File: src/sv/windowed_moving_average_assert.svh
// Assertion macros used by the block's top-level RTL file.
`ifndef WINDOWED_MOVING_AVERAGE_ASSERT_SVH
`define WINDOWED_MOVING_AVERAGE_ASSERT_SVH
`ifndef SYNTH
`define WMA_ASSERT_SAME(label, clk, rst_n, ante, cons) \
    label: assert property (@(posedge clk) disable iff (!(rst_n)) (ante) |-> (cons)) \
        else $error("windowed_moving_average: same-cycle check failed");
`define WMA_ASSERT_NEXT(label, clk, rst_n, ante, cons) \
    label: assert property (@(posedge clk) disable iff (!(rst_n)) (ante) |=> (cons)) \
        else $error("windowed_moving_average: next-cycle check failed");
`else
`define WMA_ASSERT_SAME(label, clk, rst_n, ante, cons)
`define WMA_ASSERT_NEXT(label, clk, rst_n, ante, cons)
`endif
`endif

File: src/sv/wma_pkg.sv
package wma_pkg;

    localparam int WINDOW_LENGTH = 10;

    localparam int SAMPLE_W = 16;
    localparam int OUT_W    = 20;
    localparam int HELD_W   = 4;

    localparam int PTR_W  = (WINDOW_LENGTH > 1) ? $clog2(WINDOW_LENGTH) : 1;
    localparam int CNT_W  = $clog2(WINDOW_LENGTH + 1);
    localparam int SUM_W  = SAMPLE_W + 1 + $clog2(WINDOW_LENGTH);
    localparam int QUO_W  = SUM_W + 4;
    localparam int STEP_W = $clog2(QUO_W);

    localparam int SUM_MAX = 524287;
    localparam int SUM_MIN = -524288;
    localparam int HELD_MAX = 15;

    typedef struct packed {
        logic load_in;
        logic update;
        logic div_init;
        logic div_step;
        logic out_load;
    } wma_cmd_t;

    typedef struct packed {
        logic div_last;
    } wma_status_t;

endpackage

File: src/sv/windowed_moving_average.sv
// Moving average over the last ten temperature samples, in tenths of a degree.
// Each accepted beat replaces the oldest sample in the window and yields one
// result beat with the window sum, the number of samples held and the average
// with four fraction bits, truncated toward zero. One sample is worked on at a
// time: an accepted sample passes through the read, prepare, divide and output
// states, and the next sample can be accepted once the result is registered;
// the output state waits while an earlier result has not been taken. The
// restoring divider produces one quotient bit per cycle. The output register
// lets a new sample be accepted while the last result still waits to be taken.
module windowed_moving_average (
    input  logic                                aclk,
    input  logic                                aresetn,
    input  logic                                s_valid,
    output logic                                s_ready,
    input  logic signed [wma_pkg::SAMPLE_W-1:0] s_sample,
    output logic                                m_valid,
    input  logic                                m_ready,
    output logic signed [wma_pkg::OUT_W-1:0]    m_average_q4,
    output logic signed [wma_pkg::OUT_W-1:0]    m_window_sum,
    output logic        [wma_pkg::HELD_W-1:0]   m_samples_held
);
    import wma_pkg::*;

`include "windowed_moving_average_assert.svh"

    wma_cmd_t    cmd;
    wma_status_t status;

    wma_ctrl u_ctrl (
        .aclk    (aclk),
        .aresetn (aresetn),
        .s_valid (s_valid),
        .s_ready (s_ready),
        .m_valid (m_valid),
        .m_ready (m_ready),
        .status  (status),
        .cmd     (cmd)
    );

    wma_datapath u_datapath (
        .aclk           (aclk),
        .aresetn        (aresetn),
        .cmd            (cmd),
        .status         (status),
        .s_sample       (s_sample),
        .m_average_q4   (m_average_q4),
        .m_window_sum   (m_window_sum),
        .m_samples_held (m_samples_held)
    );

    `WMA_ASSERT_SAME(a_out_load_free, aclk, aresetn, cmd.out_load, (!m_valid || m_ready))
    `WMA_ASSERT_NEXT(a_one_at_a_time, aclk, aresetn, (s_valid && s_ready), !s_ready)
    `WMA_ASSERT_NEXT(a_load_gives_valid, aclk, aresetn, cmd.out_load, m_valid)
    `WMA_ASSERT_SAME(a_held_nonzero, aclk, aresetn, m_valid, (m_samples_held != '0))

endmodule

File: src/sv/wma_ctrl.sv
module wma_ctrl (
    input  logic                 aclk,
    input  logic                 aresetn,
    input  logic                 s_valid,
    output logic                 s_ready,
    output logic                 m_valid,
    input  logic                 m_ready,
    input  wma_pkg::wma_status_t status,
    output wma_pkg::wma_cmd_t    cmd
);
    import wma_pkg::*;

    typedef enum logic [4:0] {
        ST_IDLE = 5'b00001,
        ST_READ = 5'b00010,
        ST_PREP = 5'b00100,
        ST_DIV  = 5'b01000,
        ST_OUT  = 5'b10000
    } state_t;

    state_t state_reg, state_next;
    logic   m_valid_reg, m_valid_next;

    always_comb begin
        state_next = state_reg;
        cmd        = '0;
        unique case (state_reg)
            ST_IDLE: begin
                if (s_valid) begin
                    cmd.load_in = 1'b1;
                    state_next  = ST_READ;
                end
            end
            ST_READ: begin
                cmd.update = 1'b1;
                state_next = ST_PREP;
            end
            ST_PREP: begin
                cmd.div_init = 1'b1;
                state_next   = ST_DIV;
            end
            ST_DIV: begin
                cmd.div_step = 1'b1;
                if (status.div_last) begin
                    state_next = ST_OUT;
                end
            end
            ST_OUT: begin
                if (!m_valid_reg || m_ready) begin
                    cmd.out_load = 1'b1;
                    state_next   = ST_IDLE;
                end
            end
            default: begin
                state_next = ST_IDLE;
            end
        endcase
    end

    always_comb begin
        m_valid_next = m_valid_reg;
        if (cmd.out_load) begin
            m_valid_next = 1'b1;
        end else if (m_ready) begin
            m_valid_next = 1'b0;
        end
    end

    always_ff @(posedge aclk) begin
        if (!aresetn) begin
            state_reg   <= ST_IDLE;
            m_valid_reg <= 1'b0;
        end else begin
            state_reg   <= state_next;
            m_valid_reg <= m_valid_next;
        end
    end

    assign s_ready = (state_reg == ST_IDLE);
    assign m_valid = m_valid_reg;

endmodule

File: src/sv/wma_datapath.sv
module wma_datapath (
    input  logic                                aclk,
    input  logic                                aresetn,
    input  wma_pkg::wma_cmd_t                   cmd,
    output wma_pkg::wma_status_t                status,
    input  logic signed [wma_pkg::SAMPLE_W-1:0] s_sample,
    output logic signed [wma_pkg::OUT_W-1:0]    m_average_q4,
    output logic signed [wma_pkg::OUT_W-1:0]    m_window_sum,
    output logic        [wma_pkg::HELD_W-1:0]   m_samples_held
);
    import wma_pkg::*;

    logic signed [SAMPLE_W-1:0] ring_mem [WINDOW_LENGTH];
    logic [WINDOW_LENGTH-1:0]   ring_valid_reg;

    logic signed [SAMPLE_W-1:0] sample_reg;
    logic signed [SAMPLE_W-1:0] rd_data_reg;
    logic                       old_valid_reg;

    logic [PTR_W-1:0]        wptr_reg, wptr_next;
    logic [CNT_W-1:0]        fill_reg, fill_next;
    logic signed [SUM_W-1:0] sum_reg, sum_next;

    logic [CNT_W-1:0]  divisor_reg;
    logic [CNT_W-1:0]  rem_reg, rem_next;
    logic [QUO_W-1:0]  quot_reg, quot_next;
    logic [STEP_W-1:0] step_reg;
    logic              neg_reg;

    logic signed [SAMPLE_W-1:0] old_sample;
    logic [SUM_W-1:0]           sum_mag;
    logic [CNT_W:0]             shifted;
    logic [CNT_W+1:0]           trial;
    logic [QUO_W-1:0]           quot_signed;
    logic signed [SUM_W+OUT_W-1:0] sum_wide;
    logic signed [OUT_W-1:0]    sum_sat;
    logic [CNT_W+HELD_W-1:0]    fill_wide;
    logic [HELD_W-1:0]          held_sat;

    // The ring itself; the read data is registered on the accepting beat.
    always_ff @(posedge aclk) begin
        if (cmd.load_in) begin
            rd_data_reg   <= ring_mem[wptr_reg];
            old_valid_reg <= ring_valid_reg[wptr_reg];
            sample_reg    <= s_sample;
        end
        if (cmd.update) begin
            ring_mem[wptr_reg] <= sample_reg;
        end
    end

    assign old_sample = old_valid_reg ? rd_data_reg : '0;

    always_comb begin
        sum_next  = sum_reg - SUM_W'(old_sample) + SUM_W'(sample_reg);
        wptr_next = (wptr_reg == PTR_W'(WINDOW_LENGTH - 1)) ? '0 : wptr_reg + 1'b1;
        fill_next = (fill_reg == CNT_W'(WINDOW_LENGTH)) ? fill_reg : fill_reg + 1'b1;
    end

    always_ff @(posedge aclk) begin
        if (!aresetn) begin
            ring_valid_reg <= '0;
            wptr_reg       <= '0;
            fill_reg       <= '0;
            sum_reg        <= '0;
        end else if (cmd.update) begin
            ring_valid_reg[wptr_reg] <= 1'b1;
            wptr_reg                 <= wptr_next;
            fill_reg                 <= fill_next;
            sum_reg                  <= sum_next;
        end
    end

    // Restoring divide of the sum magnitude times sixteen, one quotient bit a cycle.
    assign sum_mag = sum_reg[SUM_W-1] ? $unsigned(-sum_reg) : $unsigned(sum_reg);

    always_comb begin
        shifted   = {rem_reg, quot_reg[QUO_W-1]};
        trial     = {1'b0, shifted} - {2'b00, divisor_reg};
        rem_next  = trial[CNT_W+1] ? shifted[CNT_W-1:0] : trial[CNT_W-1:0];
        quot_next = {quot_reg[QUO_W-2:0], ~trial[CNT_W+1]};
    end

    always_ff @(posedge aclk) begin
        if (cmd.div_init) begin
            neg_reg     <= sum_reg[SUM_W-1];
            quot_reg    <= {sum_mag, 4'b0000};
            rem_reg     <= '0;
            divisor_reg <= fill_reg;
            step_reg    <= '0;
        end else if (cmd.div_step) begin
            quot_reg <= quot_next;
            rem_reg  <= rem_next;
            step_reg <= step_reg + 1'b1;
        end
    end

    assign status.div_last = (step_reg == STEP_W'(QUO_W - 1));

    always_comb begin
        quot_signed = neg_reg ? (~quot_reg + 1'b1) : quot_reg;
        sum_wide    = (SUM_W + OUT_W)'(sum_reg);
        if (sum_wide > (SUM_W + OUT_W)'(SUM_MAX)) begin
            sum_sat = OUT_W'(SUM_MAX);
        end else if (sum_wide < (SUM_W + OUT_W)'(SUM_MIN)) begin
            sum_sat = OUT_W'(SUM_MIN);
        end else begin
            sum_sat = sum_wide[OUT_W-1:0];
        end
        fill_wide = (CNT_W + HELD_W)'(fill_reg);
        held_sat  = (fill_wide > (CNT_W + HELD_W)'(HELD_MAX)) ? HELD_W'(HELD_MAX)
                                                              : fill_wide[HELD_W-1:0];
    end

    always_ff @(posedge aclk) begin
        if (cmd.out_load) begin
            m_average_q4   <= quot_signed[OUT_W-1:0];
            m_window_sum   <= sum_sat;
            m_samples_held <= held_sat;
        end
    end

endmodule

File: config.mk
export PLATFORM = sky130hd
export DESIGN_NAME = windowed_moving_average
export DESIGN_NICKNAME = d
export VERILOG_FILES = /design/src/sv/wma_pkg.sv /design/src/sv/windowed_moving_average.sv /design/src/sv/wma_ctrl.sv /design/src/sv/wma_datapath.sv
export VERILOG_INCLUDE_DIRS = /design/src /design/src/sv
export SDC_FILE = /design/constraint.sdc
export NUM_CORES = 1
export LEC_CHECK = 0
export ABC_AREA = 1
export BUFFER_PORTS_ARGS = -buffer_cell sky130_fd_sc_hd__buf_2
export CELL_PAD_IN_SITES_DETAIL_PLACEMENT = 1
export CELL_PAD_IN_SITES_GLOBAL_PLACEMENT = 1
export CORE_MARGIN = 4
export CORE_UTILIZATION = 25
export CTS_BUF_LIST = sky130_fd_sc_hd__clkbuf_4 sky130_fd_sc_hd__clkbuf_8 sky130_fd_sc_hd__clkbuf_16
export CTS_CLUSTER_SIZE = 14
export DETAILED_ROUTE_END_ITERATION = 16
export PLACE_DENSITY_LB_ADDON = 0.2
export SETUP_SLACK_MARGIN = 0.05
export SLEW_MARGIN = 20
export SYNTH_ARGS = -nofsm -noshare
export SYNTH_HDL_FRONTEND = slang
export SYNTH_SLANG_ARGS = --single-unit
File: constraint.sdc
create_clock -name aclk -period 9 [get_ports aclk]
set_clock_uncertainty 0.1 [all_clocks]
set_input_delay 0.45 -clock aclk [delete_from_list [all_inputs] [get_ports aclk]]
set_output_delay 0.45 -clock aclk [all_outputs]
set_load 0.01 [all_outputs]
==> impl_metrics.json, run 1 <==
{
  "min_period_ns": 3.96,
  "netlist_area_mm2": 0.0149,
  "ff2ff_setup_slack_ns": 5.04,
  "synth_cell_types": 43,
  "required_ns": 9.08,
  "wl_per_cell_um": 17.4,
  "gr-total-overflow": 0,
  "routed_wl_um": 40600,
  "antenna_cells": 0,
  "final_antenna_net_count": 0,
  "syn_inst": 1439,
  "root_buffer": "clkbuf_16",
  "drc_errors": 0,
  "cts.sinks": 321,
  "cp_max_fo": 36,
  "htreeDepth": 2,
  "via_per_inst": 4.40,
  "leakagePower_nw": 6.90,
  "yosysSeqAreaShare": 0.607,
  "largest_reg_flops": 160,
  "gp_congestion": 0.768,
  "coreArea_mm2": 0.0590,
  "cp.arrival_ns": 4.04,
  "rsz0062_at_grt": "no",
  "setup.worst_path.start_class": "flop",
  "yosys_warnings": 0,
  "cts_tree": "yes",
  "min_to": "u_ctrl.m_valid",
  "end_kind": "flop",
  "track_usage": 0.128,
  "die_h_um": 252,
  "tightest_slew_ns": 1.10,
  "holdPathStages": 4,
  "min_period_over_period": 0.440,
  "cts_buffers": 38,
  "place_hpwl_um": 28100,
  "grt_max_degree": 45,
  "setup_viol": 0,
  "status": "finished clean",
  "rr_startpoint": "u_datapath.wptr_reg[0]",
  "layout-drive-gt1-share": 0.107,
  "reg2reg_depth": 6,
  "drtIter0Drc": 398,
  "syn_area_per_cell_um2": 10.4,
  "clk_pin_slew_ns": 0.06,
  "cap_violations": 0,
  "hold_start": "m_ready",
  "path_class": "flop to flop",
  "final_cells": 2329,
  "max_clock_freq_mhz": 253,
  "dieArea_mm2": 0.0637,
  "report.final.slew_viol_count": 0,
  "grt_pass1_vias": 10700,
  "syn_nets": 1512,
  "layout.nets": 1600,
  "cts_max_path_buffers": 3,
  "grt_pass1_wl_um": 63400,
  "r2r-end": "u_datapath.ring_mem[9][13]",
  "hp-class": "input pin to flop",
  "finalSetupTns_ns": 0,
  "io_pins": 66,
  "num_rows": 89,
  "vias": 10300,
  "hold_viol": 0,
  "dr.pass1.iters": 4,
  "slew-limit-headroom": 0.265,
  "io_buffers": 65,
  "die_width_um": 252,
  "p_per_area_mw_per_mm2": 283,
  "grt_antenna_before_repair": 0,
  "ys_ff_latch": 321,
  "worstSkewPairLatency_ns": 0.56,
  "start_util": 0.253,
  "ir_drop_mv": 0.171,
  "dp.cells": 2244,
  "area_growth_pct": 17.2
}
how the worst max path moves through the flow:
stage	slack, ns	startpoint	cells after the start	to
after floorplan	6.00	u_ctrl.state_reg[2]	3	u_datapath.m_average_q4[0]
after global placement	5.06	u_datapath.wptr_reg[0]	6	u_datapath.ring_mem[9][12]
after detailed placement	5.00	u_datapath.wptr_reg[0]	6	u_datapath.ring_mem[9][13]
after CTS	4.96	u_datapath.wptr_reg[0]	6	u_datapath.ring_mem[9][14]
after global routing	4.72	u_datapath.wptr_reg[0]	6	u_datapath.ring_mem[9][14]
final	5.04	u_datapath.wptr_reg[0]	6	u_datapath.ring_mem[9][13]
cell usage in the layout, fill, tap and decap left out, drive strengths merged, types with 19 or more instances in the layout:
master / count
nor3: 38
xor2: 26
o21ai: 62
a21oi: 96
clkbuf: 47
a22oi: 69
inv: 216
dfxtp: 58
clkinv: 19
fa: 21
buf: 78
nand2: 235
ha: 32
edfxtp: 263
nor2: 146
nand3: 68
metal layers:
metal / vias to the layer above / track usage / wire length (um)
met1: 4979 / 0.168 / 18800
met2: 134 / 0.220 / 19500
li1: 5081 / - / -
met4: 0 / 0.0339 / 823
met5: - / 0 / 0
met3: 58 / 0.0199 / 1340
worst max-delay path, stage by stage, from the launching register on:
cell and delay, ns:
dfxtp_1 0.90, inv_1 0.57, nor2_4 0.93, inv_1 0.09, nor2_1 0.17, inv_1 0.09
nor2_2 0.70
where the power goes:
group	switching (mW)	total [mW]	leakage [nW]	internal, mW
Sequential	0.143	1.93	2.86	1.79
Combinational	0.994	1.48	3.41	0.490
Clock	0.636	1.54	0.625	0.904
through the flow:
step	power, mW	setup WS, ns	area (um^2)	hold WS, ns	utilization
after floorplan	3.00	6.00	14900	0.303	-
after global placement	3.45	5.06	16100	0.350	0.272
after detailed placement	3.48	5.00	16100	0.363	0.272
after CTS	5.05	4.96	17500	0.0989	0.296
after global routing	5.34	4.72	17500	0.153	0.296
final	4.96	5.04	17500	0.141	0.296
repair_timing:
action	4_1_cts	5_1_grt
hold endpoints to repair	16	0
hold buffers	16	0
gates resized for setup	0	0
endpoints found under the setup margin	0	0
setup buffers	0	0
layout make-up:
| class | count | area [um^2] |
|---|---|---|
| flip-flops and latches | 321 | 9060 |
| inverters | 217 | 815 |
| repair buffers | 94 | 583 |
| multi-input cells | 855 | 4820 |
| fillers | 6699 | 41500 |
| clock inverters | 22 | 225 |
| well taps | 773 | 967 |
| clock buffers | 47 | 1020 |
cells by family (layout without fill, tap and decap cells):
| logic type | count (synthesis) | after routing | share of synthesized area |
|---|---|---|---|
| simple gates | 524 | 524 | 0.151 |
| flops | 321 | 321 | 0.607 |
| buf+inv | 263 | 380 | 0.0717 |
| compound gates | 249 | 249 | 0.0981 |
| fa+ha+maj | 53 | 53 | 0.0550 |
| xor+xnor | 29 | 29 | 0.0170 |
cells in the mapped netlist, drive strengths merged:
cell | n | area share
a211oi | 1 | 0.00050
a21o | 1 | 0.00050
a21oi | 96 | 0.032
a22oi | 69 | 0.035
a31oi | 4 | 0.0017
a32o | 1 | 0.00067
and2 | 3 | 0.0013
buf | 24 | 0.012
clkbuf | 22 | 0.0055
clkinv | 2 | 0.00050
dfxtp | 58 | 0.078
edfxtp | 263 | 0.53
fa | 21 | 0.028
ha | 32 | 0.027
inv | 215 | 0.054
nand2 | 235 | 0.060
nand3 | 68 | 0.023
nand4 | 8 | 0.0034
nor2 | 146 | 0.039
nor3 | 38 | 0.013
nor3b | 4 | 0.0020
nor4 | 6 | 0.0034
o21ai | 62 | 0.021
o21bai | 4 | 0.0020
o22ai | 9 | 0.0038
o31ai | 1 | 0.00050
o32ai | 1 | 0.00059
or3 | 16 | 0.0067
xnor2 | 3 | 0.0018
xor2 | 26 | 0.015
Note: power is estimated with default switching activity, not from simulation.
==> run 2, diff against run 1 <==
Clock period 9 ns to 3.82 ns, I/O delays scaled along.
==> impl_metrics.json, run 2 (synthesis results as in run 1) <==
{
  "p_per_area_mw_per_mm2": 670,
  "io_pins": 66,
  "final_antenna_net_count": 0,
  "post_dp_cell_area_mm2": 0.0162,
  "die_width_um": 252,
  "setup_ws_ns": 0.476,
  "finalSetupTns_ns": 0,
  "grt_use_met1": 0.179,
  "dieArea_mm2": 0.0637,
  "htreeDepth": 2,
  "setup_viol": 0,
  "power.internal_mw": 7.56,
  "gp_congestion": 0.796,
  "reg2reg_depth": 13,
  "dr.pass1.iters": 5,
  "drc_errors": 0,
  "holdPathStages": 2,
  "io_buffers": 65,
  "power_frac_comb": 0.311,
  "end_kind": "flop",
  "min_period_ns": 3.34,
  "power_frac_seq": 0.382,
  "r2r-end": "u_datapath.sum_reg[19]",
  "final_cell_mix": "edfxtp_1 (263), nand2_1 (233), inv_1 (207)",
  "place_ws_ns": 0.407,
  "postCtsSetupRepairBufs": 0,
  "wl_per_cell_um": 18.2,
  "largest_reg_flops": 160,
  "area_growth_pct": 18.1,
  "routed_wl_um": 42800,
  "drtIter0Drc": 459,
  "use_met2": 0.231,
  "hp-class": "input pin to flop",
  "antenna_cells": 0,
  "grt_max_degree": 37,
  "ir_drop_mv": 0.288,
  "p_switching_mw": 4.25,
  "cts.sinks": 321,
  "grt_antenna_before_repair": 0,
  "slew-limit-headroom": 0.354,
  "layout-drive-gt1-share": 0.114,
  "max_clock_freq_mhz": 299,
  "grt_pass1_wl_um": 66900,
  "cts_max_path_buffers": 3,
  "min_period_over_period": 0.875,
  "num_rows": 89,
  "final_common_cell": "edfxtp_1",
  "die_h_um": 252,
  "cts_resized": 0,
  "status": "finished clean",
  "min_to": "u_datapath.sample_reg[7]",
  "cts_tree": "yes",
  "track_usage": 0.135,
  "hold_start": "s_sample[7]",
  "report.final.slew_viol_count": 0,
  "worstSkewPairLatency_ns": 0.54,
  "postLayoutCellArea_mm2": 0.0176,
  "met3_usage": 0.0208,
  "cts_buffers": 39,
  "start_util": 0.253,
  "place_hpwl_um": 29100,
  "vias": 10500,
  "coreArea_mm2": 0.0590,
  "path_class": "flop to flop",
  "rsz0062_at_grt": "no",
  "ff2ff_setup_slack_ns": 0.48,
  "root_buffer": "clkbuf_16",
  "grt_pass1_vias": 11000,
  "hold-worst-slack_ns": 0.256,
  "tightest_slew_ns": 0.968,
  "top_usage_layer": "met2",
  "cp_max_fo": 12,
  "netSwitchingFraction": 0.360,
  "via_per_inst": 4.47,
  "holdBufCountCts": 20,
  "clk_pin_slew_ns": 0.06,
  "gr-total-overflow": 0,
  "layout.nets": 1621,
  "cp.arrival_ns": 3.69,
  "hold_viol": 0,
  "leakagePower_nw": 6.98,
  "pwr-share-clk": 0.307,
  "setup.worst_path.start_class": "flop",
  "cap_violations": 0,
  "required_ns": 4.17,
  "rr_startpoint": "u_datapath.sample_reg[15]"
}
## run 2: cell types whose count changed in the layout (fill, tap and decap cells not counted)
cell	previous run	this run
clkinvlp_4	1	3
clkinv_4	1	0
buf_4	13	29
inv_8	0	1
clkbuf_8	1	0
clkinv_8	1	0
inv_16	0	1
clkinv_1	7	8
clkbuf_16	38	39
clkinv_2	9	5
clkinv_16	1	0
dlygate4sd3_1	16	20
## run 2: per-layer routing
metal	share of wire	routed length [um]	up-vias
met4	0.022	953	0
met2	0.49	20800	136
met1	0.46	19800	5187
li1	-	-	5122
met5	0	0	-
met3	0.030	1270	55
## run 2: cell type report
type / instances / area, um^2
fill: 6675 / 41400
clock buffer: 47 / 1040
tap: 773 / 967
clock inverter: 20 / 200
inverter: 217 / 815
timing repair buffer: 114 / 743
multi-input combinational: 855 / 4820
sequential: 321 / 9060
## run 2: worst max-delay path by stage
stage | from | end | cells past startpoint
CTS | u_datapath.sample_reg[15] | u_datapath.sum_reg[19] | 13
global placement | u_datapath.sample_reg[15] | u_datapath.sum_reg[19] | 13
global route | u_datapath.old_valid_reg | u_datapath.sum_reg[19] | 14
detailed placement | u_datapath.sample_reg[15] | u_datapath.sum_reg[19] | 13
finish | u_datapath.sample_reg[15] | u_datapath.sum_reg[19] | 13
floorplan | u_ctrl.state_reg[2] | u_datapath.m_average_q4[0] | 3
## run 2: metrics by stage
| step | cells | total power, mW | utilization |
|---|---|---|---|
| after global routing | 2347 | 12.7 | 0.299 |
| after global placement | 2260 | 8.25 | 0.274 |
| after detailed placement | 2260 | 8.29 | 0.274 |
| after CTS | 2347 | 12.0 | 0.299 |
| after floorplan | 1439 | 7.06 | - |
| final | 2347 | 11.8 | 0.299 |
## run 2: power groups by stage
| stage | combinational [mW] | sequential [mW] | clock (mW) |
|---|---|---|---|
| 2_1_floorplan | 2.59 | 4.47 | 0 |
| 3_3_place_gp | 3.67 | 4.57 | 0 |
| 3_5_place_dp | 3.70 | 4.59 | 0 |
| 4_1_cts | 3.74 | 4.52 | 3.75 |
| 5_1_grt | 4.25 | 4.55 | 3.90 |
| 6_report | 3.68 | 4.51 | 3.62 |
## run 2: worst max-delay path, stage by stage (launching register included)
cell,delay [ns]
edfxtp_1,0.69
inv_1,0.32
fa_1,0.57
inv_1,0.04
ha_1,0.38
nand2_1,0.17
nor2_1,0.20
nand2_1,0.14
nor2_1,0.12
nand2_1,0.12
nand4_1,0.12
nand3_1,0.12
nand2_1,0.09
inv_1,0.03
==> run 3, diff against run 2 <==
==> constraint.sdc (replaced) <==
create_clock -name aclk -period 3.82 [get_ports aclk]
set_clock_uncertainty 0.1 [all_clocks]
set_input_delay 0.382 -clock aclk [delete_from_list [all_inputs] [get_ports aclk]]
set_output_delay 0.382 -clock aclk [all_outputs]
set_load 0.01 [all_outputs]
==> impl_metrics.json, run 3 (synthesis results as in run 1) <==
{
  "cp_num_buf_inv": 3,
  "start_util": 0.253,
  "tightest_slew_ns": 1.01,
  "cts_resized": 0,
  "min_period_ns": 3.37,
  "routed-wl-met2_um": 20400,
  "hp-class": "input pin to flop",
  "wl_met1_um": 19800,
  "drtIter0Drc": 566,
  "clk_pin_slew_ns": 0.06,
  "power_frac_seq": 0.383,
  "cpPeakStageDelay_ns": 0.61,
  "power_frac_comb": 0.310,
  "ir_drop_mv": 0.298,
  "cp_max_fo": 16,
  "die_width_um": 252,
  "place_hpwl_um": 29200,
  "root_buffer": "clkbuf_16",
  "cts_buffers": 39,
  "slew-limit-headroom": 0.328,
  "via_per_inst": 4.43,
  "status": "finished clean",
  "final_cells": 2345,
  "final_cell_mix": "edfxtp_1 (263), nand2_1 (233), inv_1 (207)",
  "top_layer_used": "met4",
  "vias": 10400,
  "post_dp_cell_area_mm2": 0.0162,
  "htreeDepth": 2,
  "power.internal_mw": 7.53,
  "netSwitchingFraction": 0.360,
  "cts.sinks": 321,
  "area_growth_pct": 18.0,
  "track_usage": 0.136,
  "final_common_cell": "edfxtp_1",
  "gr-total-overflow": 0,
  "wl_per_cell_um": 18.1,
  "wl_met3_um": 1410,
  "io_pins": 66,
  "hold-worst-slack_ns": 0.0770,
  "layout.nets": 1617,
  "cts_max_path_buffers": 3,
  "crit_top_cell": "nand2_1",
  "hold_viol": 0,
  "postLayoutCellArea_mm2": 0.0176,
  "postCtsSetupRepairBufs": 0,
  "cap_violations": 0,
  "dr.pass1.iters": 5,
  "layout-drive-gt1-share": 0.115,
  "drc_errors": 0,
  "fillers": 6741,
  "p_switching_mw": 4.24,
  "coreArea_mm2": 0.0590,
  "leakagePower_nw": 6.97,
  "antenna_cells": 0,
  "min_period_over_period": 0.882,
  "largest_reg_flops": 160,
  "routed_wl_um": 42500,
  "die_h_um": 252,
  "power.total_mw": 11.8,
  "pwr-share-clk": 0.307,
  "finalSetupTns_ns": 0,
  "path_cells": "nand2_1 > inv_1 > fa_1 > inv_1 > ha_1 > nand2_1 > nor2_1 > nand2_1 > nor2_1 > nand2_1 > nand4_1 > nand3_1 > nand2_1 > inv_1",
  "gp_congestion": 0.792,
  "setup.worst_path.start_class": "flop",
  "end_kind": "flop",
  "dieArea_mm2": 0.0637,
  "cp_slowest_cell": "edfxtp_1",
  "required_ns": 4.17,
  "critical-path-top-delay-family": "simple AND/OR/NAND/NOR gates",
  "num_rows": 89,
  "grt_antenna_before_repair": 0,
  "cts_tree": "yes",
  "dp.cells": 2260,
  "worstSkewPairLatency_ns": 0.56,
  "cp.arrival_ns": 3.72,
  "multi_input_area_mm2": 0.00482,
  "setup_viol": 0,
  "rsz0062_at_grt": "no",
  "seq_area_mm2": 0.00906,
  "path_class": "flop to flop",
  "grt_pass1_wl_um": 67200,
  "setup_ws_ns": 0.450,
  "p_per_area_mw_per_mm2": 668,
  "place_ws_ns": 0.396,
  "report.final.slew_viol_count": 0,
  "max_clock_freq_mhz": 297,
  "grt_max_degree": 37,
  "io_buffers": 65,
  "utilization": 0.298,
  "grt_pass1_vias": 11200,
  "final_antenna_net_count": 0
}
[run 3: repair_timing]
action,in CTS,in global routing
endpoints found under the hold margin,16,0
endpoints found under the setup margin,0,0
hold buffers,16,0
[run 3: power groups by stage]
stage               clock (mW)  sequential, mW  combinational [mW]
CTS                       3.76            4.51                3.72
global placement             0            4.57                3.67
finish                    3.62            4.50                3.65
floorplan                    0            4.47                2.59
detailed placement           0            4.59                3.69
global route              3.90            4.55                4.27
[run 3: layout make-up]
| cell class | count | area share |
|---|---|---|
| timing repair buffer | 110 | 0.0399 |
| tap | 773 | 0.0549 |
| sequential | 321 | 0.514 |
| clock buffer | 50 | 0.0608 |
| clock inverter | 19 | 0.0104 |
| inverter | 217 | 0.0462 |
| multi-input combinational | 855 | 0.273 |
[run 3: final timing paths]
check / from / slack (ns) / endpoint / depth (start not counted)
worst min-delay path: m_ready / 0.08 / u_ctrl.m_valid / 4
worst max register to register: u_datapath.old_valid_reg / 0.45 / u_datapath.sum_reg[19] / 14
worst max-delay path: u_datapath.old_valid_reg / 0.45 / u_datapath.sum_reg[19] / 14
worst min register to register: u_datapath.ring_valid_reg[5] / 0.37 / u_datapath.ring_valid_reg[5] / 2
[run 3: tightest hold or removal path, delay by kind of cell]
kind	cells	cell delay [ns]
buf+inv	2	0.16
compound gates	1	0.06
simple gates	1	0.07
[run 3: metal layers]
layer  global-route usage  up-vias
met5                    0        -
li1                     -     5109
met1                0.180     5083
met3               0.0199       51
met2                0.233      140
met4               0.0361        0
